[config.mk]
export PLATFORM = sky130hd
export DESIGN_NAME = positional_pid_clamped_flat
export DESIGN_NICKNAME = d
export VERILOG_FILES = /design/src/rtl/ppid_pkg.sv /design/src/rtl/ppid_sample_if.sv /design/src/rtl/ppid_drive_if.sv /design/src/rtl/positional_pid_clamped.sv /design/src/flat_wrapper.sv
export SDC_FILE = /design/constraint.sdc
export NUM_CORES = 2
export LEC_CHECK = 0
export BUFFER_PORTS_ARGS = -buffer_cell sky130_fd_sc_hd__buf_2
export CAP_MARGIN = 5
export CORE_MARGIN = 10
export CORE_UTILIZATION = 50
export CTS_CLUSTER_SIZE = 20
export DETAILED_ROUTE_END_ITERATION = 7
export PLACE_DENSITY = 0.63
export RECOVER_POWER = 50
export SLEW_MARGIN = 10
export SYNTH_ARGS = -nofsm -noshare
export SYNTH_HDL_FRONTEND = slang
export SYNTH_SLANG_ARGS = --single-unit
[constraint.sdc]
create_clock -name clk -period 18.1 [get_ports clk]
set_clock_uncertainty 0.2 [all_clocks]
set_input_delay 0.905 -clock clk [delete_from_list [all_inputs] [get_ports clk]]
set_output_delay 0.905 -clock clk [all_outputs]
set_load 0.01 [all_outputs]
[src/rtl/ppid_pkg.sv]
// ----------------------------------------------------------------------------
// ppid_pkg
// Shared widths, reset values and register indexes of the positional PID.
// ----------------------------------------------------------------------------
package ppid_pkg;

	localparam int DATA_W     = 16;                  // setpoint, measured, drive
	localparam int ERR_W      = DATA_W + 1;          // setpoint - measured
	localparam int GAIN_W     = 16;                  // unsigned Q8.8 gains
	localparam int LIM_W      = 15;                  // clamp magnitudes
	localparam int FRAC_W     = 8;                   // fraction bits of the sums
	localparam int INT_W      = LIM_W + FRAC_W + 1;  // clamped integral, signed
	localparam int CFG_IDX_W  = 3;
	localparam int CFG_DATA_W = 16;

	localparam logic [LIM_W-1:0] LIM_RESET = {LIM_W{1'b1}};

	typedef enum logic [CFG_IDX_W-1:0] {
		REG_GAIN_P         = 3'd0,
		REG_GAIN_I         = 3'd1,
		REG_GAIN_D         = 3'd2,
		REG_INTEGRAL_LIMIT = 3'd3,
		REG_OUTPUT_LIMIT   = 3'd4
	} cfg_reg_t;

endpackage

[src/rtl/ppid_sample_if.sv]
// ----------------------------------------------------------------------------
// ppid_sample_if
// Sample channel: setpoint and measured value with a valid/ready handshake.
// ----------------------------------------------------------------------------
interface ppid_sample_if;

	logic                                  valid;
	logic                                  ready;
	logic signed [ppid_pkg::DATA_W-1:0]    setpoint;
	logic signed [ppid_pkg::DATA_W-1:0]    measured;

	modport source (output valid, output setpoint, output measured, input ready);
	modport sink   (input valid, input setpoint, input measured, output ready);

endinterface

[src/rtl/ppid_drive_if.sv]
// ----------------------------------------------------------------------------
// ppid_drive_if
// Result channel: clamped drive value with a valid/ready handshake.
// ----------------------------------------------------------------------------
interface ppid_drive_if;

	logic                                  valid;
	logic                                  ready;
	logic signed [ppid_pkg::DATA_W-1:0]    drive;

	modport source (output valid, output drive, input ready);
	modport sink   (input valid, input drive, output ready);

endinterface

[src/rtl/positional_pid_clamped.sv]
// ----------------------------------------------------------------------------
// positional_pid_clamped
// Positional PID with a symmetric integral clamp and a symmetric output clamp.
// ----------------------------------------------------------------------------
// An accepted sample passes the stage 1 product registers, then drive_s2.
// Throughput: one sample per cycle while the result is taken; the integral
// add and clamp close their loop within stage 2, the three multipliers sit
// in stage 1. A stalled result still lets one more sample enter stage 1.
// Reset: gains clear to 0, both limits go to 32767, integral and previous
// error clear to 0, both stages empty.
module positional_pid_clamped (
	input  logic                                 clk,
	input  logic                                 arst_n,
	input  logic                                 cfg_wen,
	input  logic [ppid_pkg::CFG_IDX_W-1:0]       cfg_idx,
	input  logic [ppid_pkg::CFG_DATA_W-1:0]      cfg_wdata,
	ppid_sample_if.sink                          sample,
	ppid_drive_if.source                         result
);

	// configuration
	logic [ppid_pkg::GAIN_W-1:0] gain_p_q, gain_i_q, gain_d_q;
	logic [ppid_pkg::LIM_W-1:0]  integral_limit_q, output_limit_q;

	// controller state
	logic signed [16:0] prev_error_q;
	logic signed [23:0] integ_q;

	// stage 1: products
	logic               valid_s1;
	logic signed [32:0] prod_p_s1, prod_i_s1;
	logic signed [33:0] prod_d_s1;

	// stage 2: output register
	logic               valid_s2;
	logic signed [15:0] drive_s2;

	logic adv_s1, adv_s2, take_s2;

	logic signed [16:0] err_c;
	logic signed [17:0] diff_c;
	logic signed [32:0] prod_p_c, prod_i_c;
	logic signed [33:0] prod_d_c;

	logic signed [33:0] integ_ext, prod_i_ext, integ_sum, ilim_34, integ_cl;
	logic signed [35:0] sum_c;
	logic signed [27:0] scaled_c, olim_28, drive_cl;
	logic signed [23:0] ilim_s;
	logic signed [15:0] olim_s;

	// handshake
	assign take_s2      = !valid_s2 || result.ready;
	assign adv_s1       = sample.valid && sample.ready;
	assign adv_s2       = valid_s1 && take_s2;
	assign sample.ready = !valid_s1 || take_s2;
	assign result.valid = valid_s2;
	assign result.drive = drive_s2;

	// configuration writes
	always_ff @(posedge clk or negedge arst_n) begin
		if (!arst_n) begin
			gain_p_q         <= '0;
			gain_i_q         <= '0;
			gain_d_q         <= '0;
			integral_limit_q <= ppid_pkg::LIM_RESET;
			output_limit_q   <= ppid_pkg::LIM_RESET;
		end else if (cfg_wen) begin
			case (ppid_pkg::cfg_reg_t'(cfg_idx))
				ppid_pkg::REG_GAIN_P:         gain_p_q         <= cfg_wdata;
				ppid_pkg::REG_GAIN_I:         gain_i_q         <= cfg_wdata;
				ppid_pkg::REG_GAIN_D:         gain_d_q         <= cfg_wdata;
				ppid_pkg::REG_INTEGRAL_LIMIT: integral_limit_q <= cfg_wdata[14:0];
				ppid_pkg::REG_OUTPUT_LIMIT:   output_limit_q   <= cfg_wdata[14:0];
				default: ;
			endcase
		end
	end

	// stage 1: error, difference and the three gain products
	always_comb begin
		err_c    = {sample.setpoint[15], sample.setpoint} -
		           {sample.measured[15], sample.measured};
		diff_c   = {err_c[16], err_c} - {prev_error_q[16], prev_error_q};
		prod_p_c = err_c * $signed({1'b0, gain_p_q});
		prod_i_c = err_c * $signed({1'b0, gain_i_q});
		prod_d_c = diff_c * $signed({1'b0, gain_d_q});
	end

	always_ff @(posedge clk or negedge arst_n) begin
		if (!arst_n) begin
			valid_s1     <= 1'b0;
			prev_error_q <= '0;
		end else begin
			if (sample.ready)
				valid_s1 <= sample.valid;
			if (adv_s1)
				prev_error_q <= err_c;
		end
	end

	always_ff @(posedge clk) begin
		if (adv_s1) begin
			prod_p_s1 <= prod_p_c;
			prod_i_s1 <= prod_i_c;
			prod_d_s1 <= prod_d_c;
		end
	end

	// stage 2: integral update and clamp, sum, floor shift, output clamp
	always_comb begin
		ilim_s     = {1'b0, integral_limit_q, 8'b0};
		olim_s     = {1'b0, output_limit_q};
		integ_ext  = {{10{integ_q[23]}}, integ_q};
		prod_i_ext = {prod_i_s1[32], prod_i_s1};
		ilim_34    = {11'b0, integral_limit_q, 8'b0};
		integ_sum  = integ_ext + prod_i_ext;
		if (integ_sum > ilim_34)
			integ_cl = ilim_34;
		else if (integ_sum < -ilim_34)
			integ_cl = -ilim_34;
		else
			integ_cl = integ_sum;

		sum_c = {{3{prod_p_s1[32]}}, prod_p_s1} +
		        {{2{prod_d_s1[33]}}, prod_d_s1} +
		        {{12{integ_cl[23]}}, integ_cl[23:0]};
		// arithmetic shift floors toward minus infinity
		scaled_c = sum_c[35:8];
		olim_28  = {13'b0, output_limit_q};
		if (scaled_c > olim_28)
			drive_cl = olim_28;
		else if (scaled_c < -olim_28)
			drive_cl = -olim_28;
		else
			drive_cl = scaled_c;
	end

	always_ff @(posedge clk or negedge arst_n) begin
		if (!arst_n) begin
			valid_s2 <= 1'b0;
			integ_q  <= '0;
		end else begin
			if (take_s2)
				valid_s2 <= valid_s1;
			if (adv_s2)
				integ_q <= integ_cl[23:0];
		end
	end

	always_ff @(posedge clk) begin
		if (adv_s2)
			drive_s2 <= drive_cl[15:0];
	end

	// ------------------------------------------------------------------------
	a_integ_bounded: assert property (@(posedge clk) disable iff (!arst_n)
		adv_s2 |=> (integ_q <= $past(ilim_s)) && (integ_q >= -$past(ilim_s)))
		else $error("integral left its clamp range");

	a_drive_bounded: assert property (@(posedge clk) disable iff (!arst_n)
		adv_s2 |=> (drive_s2 <= $past(olim_s)) && (drive_s2 >= -$past(olim_s)))
		else $error("drive left its clamp range");

	a_prev_error: assert property (@(posedge clk) disable iff (!arst_n)
		adv_s1 |=> prev_error_q == $past(err_c))
		else $error("previous error not taken from accepted sample");

	a_full_stall: assert property (@(posedge clk) disable iff (!arst_n)
		(valid_s1 && valid_s2 && !result.ready) |-> !sample.ready)
		else $error("sample accepted while both stages are stalled");

	a_drain: assert property (@(posedge clk) disable iff (!arst_n)
		(valid_s1 && take_s2) |=> valid_s2)
		else $error("stage 1 item lost on advance");

endmodule
[src/flat_wrapper.sv]
// flat-port wrapper written by rule: the top's interface ports become plain ports
module positional_pid_clamped_flat 
  (clk, arst_n, cfg_wen, cfg_idx, cfg_wdata, sample_valid, sample_setpoint, sample_measured, sample_ready, result_valid, result_drive, result_ready);
  ppid_sample_if sample_i ();
  ppid_drive_if result_i ();
  input  logic clk;
  input  logic arst_n;
  input  logic cfg_wen;
  input  logic [ppid_pkg::CFG_IDX_W-1:0] cfg_idx;
  input  logic [ppid_pkg::CFG_DATA_W-1:0] cfg_wdata;
  input wire logic [$bits(sample_i.valid)-1:0] sample_valid;
  input wire logic [$bits(sample_i.setpoint)-1:0] sample_setpoint;
  input wire logic [$bits(sample_i.measured)-1:0] sample_measured;
  output wire logic [$bits(sample_i.ready)-1:0] sample_ready;
  output wire logic [$bits(result_i.valid)-1:0] result_valid;
  output wire logic [$bits(result_i.drive)-1:0] result_drive;
  input wire logic [$bits(result_i.ready)-1:0] result_ready;
  assign sample_i.valid = sample_valid;
  assign sample_i.setpoint = sample_setpoint;
  assign sample_i.measured = sample_measured;
  assign sample_ready = sample_i.ready;
  assign result_valid = result_i.valid;
  assign result_drive = result_i.drive;
  assign result_i.ready = result_ready;
  positional_pid_clamped u_core (.clk(clk), .arst_n(arst_n), .cfg_wen(cfg_wen), .cfg_idx(cfg_idx), .cfg_wdata(cfg_wdata), .sample(sample_i), .result(result_i));
endmodule
==> summary.txt <==
Status
  • Outcome: complete, but fails checks
  • Violated checks: capacitance limit, slew limit

Run
  • Number of max-cap violations: 4

Clocking
  • H-tree Lvls: 1
  • Post-CTS setup repair buffer count: 0
  • Buffer levels on the longest clock path: 3
  • Insertion delay of the later-clocked pin in the worst-skew pair: 580 ps
  • Total of hold buffers inserted after clock tree synthesis: 0
  • Number of clock sinks seen by CTS: 237
  • Clock tree root buffer cell: sky130_fd_sc_hd__clkbuf_16
  • Clock-pin slew on the worst setup and hold paths: 60 ps
  • TritonCTS clock tree: done
  • Post-CTS Resized: 0
  • Cts bufs inserted: 30

Logic synthesis
  • Primary flip-flop cell chosen by synthesis mapping: sky130_fd_sc_hd__edfxtp_1
  • Yosys warnings: 0
  • Sequential share of the synthesized area: 0.136
  • Library cells used by synthesis: 84
  • Share of flip-flops with an asynchronous set or reset: 0.511
  • Synth Cell Area: 48200 um2
  • Cell type contributing the most total cell area after synthesis: sky130_fd_sc_hd__fa_1
  • Mean instance size in the synthesized netlist: 9.32 um2
  • #FFs+latches synth: 237
  • Count of mapped cells out of synthesis: 5171
  • Yosys top cell area share: 0.362
  • Largest cells by area after synthesis: sky130_fd_sc_hd__fa_1 36%, sky130_fd_sc_hd__ha_1 11%, sky130_fd_sc_hd__inv_1 8.6%
  • Post-Synthesis Net Count: 6537
  • EDFF count, synth: 116

Critical path
  • Cell family with most CP delay: compound AO/OA/AOI/OAI gates
  • Destination of the critical timing path: u_core.result.drive[14]$_DFFE_PP_
  • Buf+Inv Stages, Crit Path: 3
  • CP endpoint kind: flop
  • Critical path required time: 18270 ps
  • Timing startpoint of the critical path: u_core.prod_i_s1[1]$_DFFE_PP_
  • Cell depth of the worst setup path: 46
  • Startpoint Class: flop
  • Biggest fanout along the worst timing path: 42
  • Slack of the worst reg-to-reg path: 5550 ps
  • Origin of the critical flop-to-flop path: u_core.prod_i_s1[1]$_DFFE_PP_
  • Delay of the slowest critical-path stage: 570 ps
  • Worst Path Arrival: 12720 ps
  • Worst-path cell with the longest stage delay: sky130_fd_sc_hd__or4_1
  • FF-to-FF End: u_core.result.drive[14]$_DFFE_PP_
  • Critical path class: flop to flop
  • Worst Reg2Reg Path Length in Cells: 46

Timing
  • Slew @ Worst Pin: 3990 ps
  • Total Negative Setup Slacks: 0 ps
  • Worst Hold Margin: 288 ps
  • Final cycle utilization of the critical path: 0.693
  • Min Tclk post-route: 12550 ps
  • Achievable frequency: 79.7 MHz
  • Total count of max-transition violations in the final report: 216
  • Setup repair after global routing missed its margin: no
  • Final setup margin: 5550 ps
  • Number of setup violations in the final report: 0
  • Final hold vios: 0
  • Normalized max-slew margin: -1.66

Layout
  • Final net count: 6490
  • Layout Area Growth over Synthesis: 5.77%
  • Layout cell share with drive strength beyond 1: 0.0620
  • Most frequent cells in the layout: 1104 x sky130_fd_sc_hd__inv_1, 872 x sky130_fd_sc_hd__fa_1, 641 x sky130_fd_sc_hd__nand2_1
  • Total area of multi-input combinational cells: 36800 um2
  • Number of non-filler instances in the completed layout: 6414
  • Commonest non-fill, non-tap cell in the layout: sky130_fd_sc_hd__inv_1
  • Sequential standard cell area: 6550 um2
  • Filler instances: 8839

Drt
  • Pre-Repair DR Iteration Count: 7
  • Average via count per standard cell: 5.38
  • Routed length per placed instance: 18.5 um
  • Residual antenna-violating net count after detailed routing: 0
  • Drt drc: 0
  • Drt initial violations: 2098
  • Post-detailed-routing wire length: 119000 um
  • Total number of vias: 34500

Placement
  • Cell Count Post-Placement: 6357
  • Detailed Place HPWL: 95800 um
  • RD Place Congestion: 0.948
  • Post-placement setup slack: 5600 ps
  • Number of buffer cells added on primary ports: 73

Die
  • Starting density of the core: 0.505
  • Overall die area: 109000 um2
  • I/O pin cnt: 74
  • Horizontal extent of the die: 330 um
  • Chip height: 330 um
  • Standard-cell row count: 113
  • Core area: 95300 um2

Hold path
  • Class of the tightest hold or removal check: flop to flop

Global routing
  • Antenna violations before repair: 11
  • Largest net degree at the start of global routing: 72
  • First-pass GRT wire length: 195000 um
  • Total congestion overflow: 0
  • Global-route total usage across every layer: 0.224
  • Vias in the first global route: 35500
cells in the mapped netlist (5+ instances only):
library cell and number:
sky130_fd_sc_hd__o31a_1 7, sky130_fd_sc_hd__nand3b_1 5, sky130_fd_sc_hd__and2_1 361, sky130_fd_sc_hd__buf_6 5, sky130_fd_sc_hd__or4_1 6, sky130_fd_sc_hd__a21boi_0 10
sky130_fd_sc_hd__fa_1 872, sky130_fd_sc_hd__a31oi_1 23, sky130_fd_sc_hd__clkbuf_1 182, sky130_fd_sc_hd__inv_1 1105, sky130_fd_sc_hd__mux2i_1 25, sky130_fd_sc_hd__o21ai_0 131
sky130_fd_sc_hd__dfrtp_1 91, sky130_fd_sc_hd__nand4_1 25, sky130_fd_sc_hd__o211ai_1 13, sky130_fd_sc_hd__and3_1 25, sky130_fd_sc_hd__or3_4 5, sky130_fd_sc_hd__buf_1 8
sky130_fd_sc_hd__o221ai_1 7, sky130_fd_sc_hd__or3_1 16, sky130_fd_sc_hd__xor2_1 58, sky130_fd_sc_hd__o21bai_1 18, sky130_fd_sc_hd__o311ai_0 5, sky130_fd_sc_hd__a21oi_1 157
sky130_fd_sc_hd__a31o_2 5, sky130_fd_sc_hd__nand2b_1 39, sky130_fd_sc_hd__o31ai_1 11, sky130_fd_sc_hd__a21o_1 76, sky130_fd_sc_hd__xnor2_1 145, sky130_fd_sc_hd__or2_2 16
sky130_fd_sc_hd__edfxtp_1 116, sky130_fd_sc_hd__nor2_1 122, sky130_fd_sc_hd__ha_1 438, sky130_fd_sc_hd__dfstp_2 30, sky130_fd_sc_hd__a211oi_1 16, sky130_fd_sc_hd__nor4_1 18
sky130_fd_sc_hd__nor2b_1 79, sky130_fd_sc_hd__a22o_1 5, sky130_fd_sc_hd__nor3_1 23, sky130_fd_sc_hd__nand2_1 641, sky130_fd_sc_hd__mux2_2 74, sky130_fd_sc_hd__nand3_1 33
sky130_fd_sc_hd__o21a_1 35
flip-flops by register name (all words and copies together), names as in the netlist:
register                 flops
u_core.prod_d_s1            34
u_core.integral_limit_q     15
u_core.prod_p_s1            33
u_core.valid_s1              1
u_core.gain_p_q             16
u_core.result.drive         16
u_core.gain_i_q             16
u_core.prev_error_q         17
u_core.result.valid          1
u_core.prod_i_s1            33
u_core.gain_d_q             16
u_core.integ_q              24
u_core.output_limit_q       15
through the flow:
step,cell area (um2),util
global placement,49800,0.523
floorplan,48200,-
detailed placement,49800,0.523
CTS,51000,0.535
finish,50900,0.535
global route,50900,0.535
worst reg2reg max path: cells and delay by family, from the launching register on:
kind / cells / cell delay (ps)
DFF: 1 / 420
adders and majority gates: 5 / 1870
buffers and inverters: 3 / 650
and+or+nand+nor: 16 / 3910
xor gates and xnor gates: 1 / 370
AOI/OAI and AO/OA: 21 / 4940
final cells by class:
type | count | share of cell area
clock buffers | 33 | 0.0154
clock inverters | 23 | 0.00756
multi-input cells | 3627 | 0.722
well taps | 1265 | 0.0311
repair buffers | 122 | 0.0137
inverters | 1106 | 0.0815
flip-flops and latches | 237 | 0.129
diodes | 1 | 0.0000491
how the worst min path moves through the flow:
stage / slack, ps / startpoint / cells after the start / to
2_1_floorplan: 250 / u_core.integ_q[2]$_DFFE_PN0P_ / 2 / u_core.integ_q[2]$_DFFE_PN0P_
3_3_place_gp: 270 / u_core.prev_error_q[0]$_DFFE_PN0P_ / 2 / u_core.prev_error_q[0]$_DFFE_PN0P_
3_5_place_dp: 280 / u_core.integ_q[5]$_DFFE_PN0P_ / 2 / u_core.integ_q[5]$_DFFE_PN0P_
4_1_cts: 120 / arst_n / 1 / u_core.integ_q[16]$_DFFE_PN0P_
5_1_grt: 320 / u_core.prev_error_q[13]$_DFFE_PN0P_ / 1 / u_core.prev_error_q[13]$_DFFE_PN0P_
6_report: 290 / u_core.integ_q[2]$_DFFE_PN0P_ / 2 / u_core.integ_q[2]$_DFFE_PN0P_
per-layer routing:
layer / vias up / GRT usage / wire length, um
li1: 15900 / - / -
met1: 17600 / 0.314 / 52700
met2: 795 / 0.370 / 56600
met3: 161 / 0.0184 / 5570
met4: 0 / 0.0664 / 3900
met5: - / 0 / 0
cells by family (layout without fill, tap and decap cells):
kind of cell | after synthesis | after routing | synth area share
mux | 101 | 101 | 0.0230
fa+ha+maj | 1311 | 1311 | 0.476
buf+inv | 1307 | 1284 | 0.103
simple gates | 1429 | 1429 | 0.146
xor+xnor | 203 | 203 | 0.0369
compound gates | 583 | 583 | 0.0787
flops | 237 | 237 | 0.136
other cells | 0 | 1 | 0
Power is left out: the tool's default activity adds up to more than one toggle a clock period on the data nets, which glitch-free logic cannot reach.
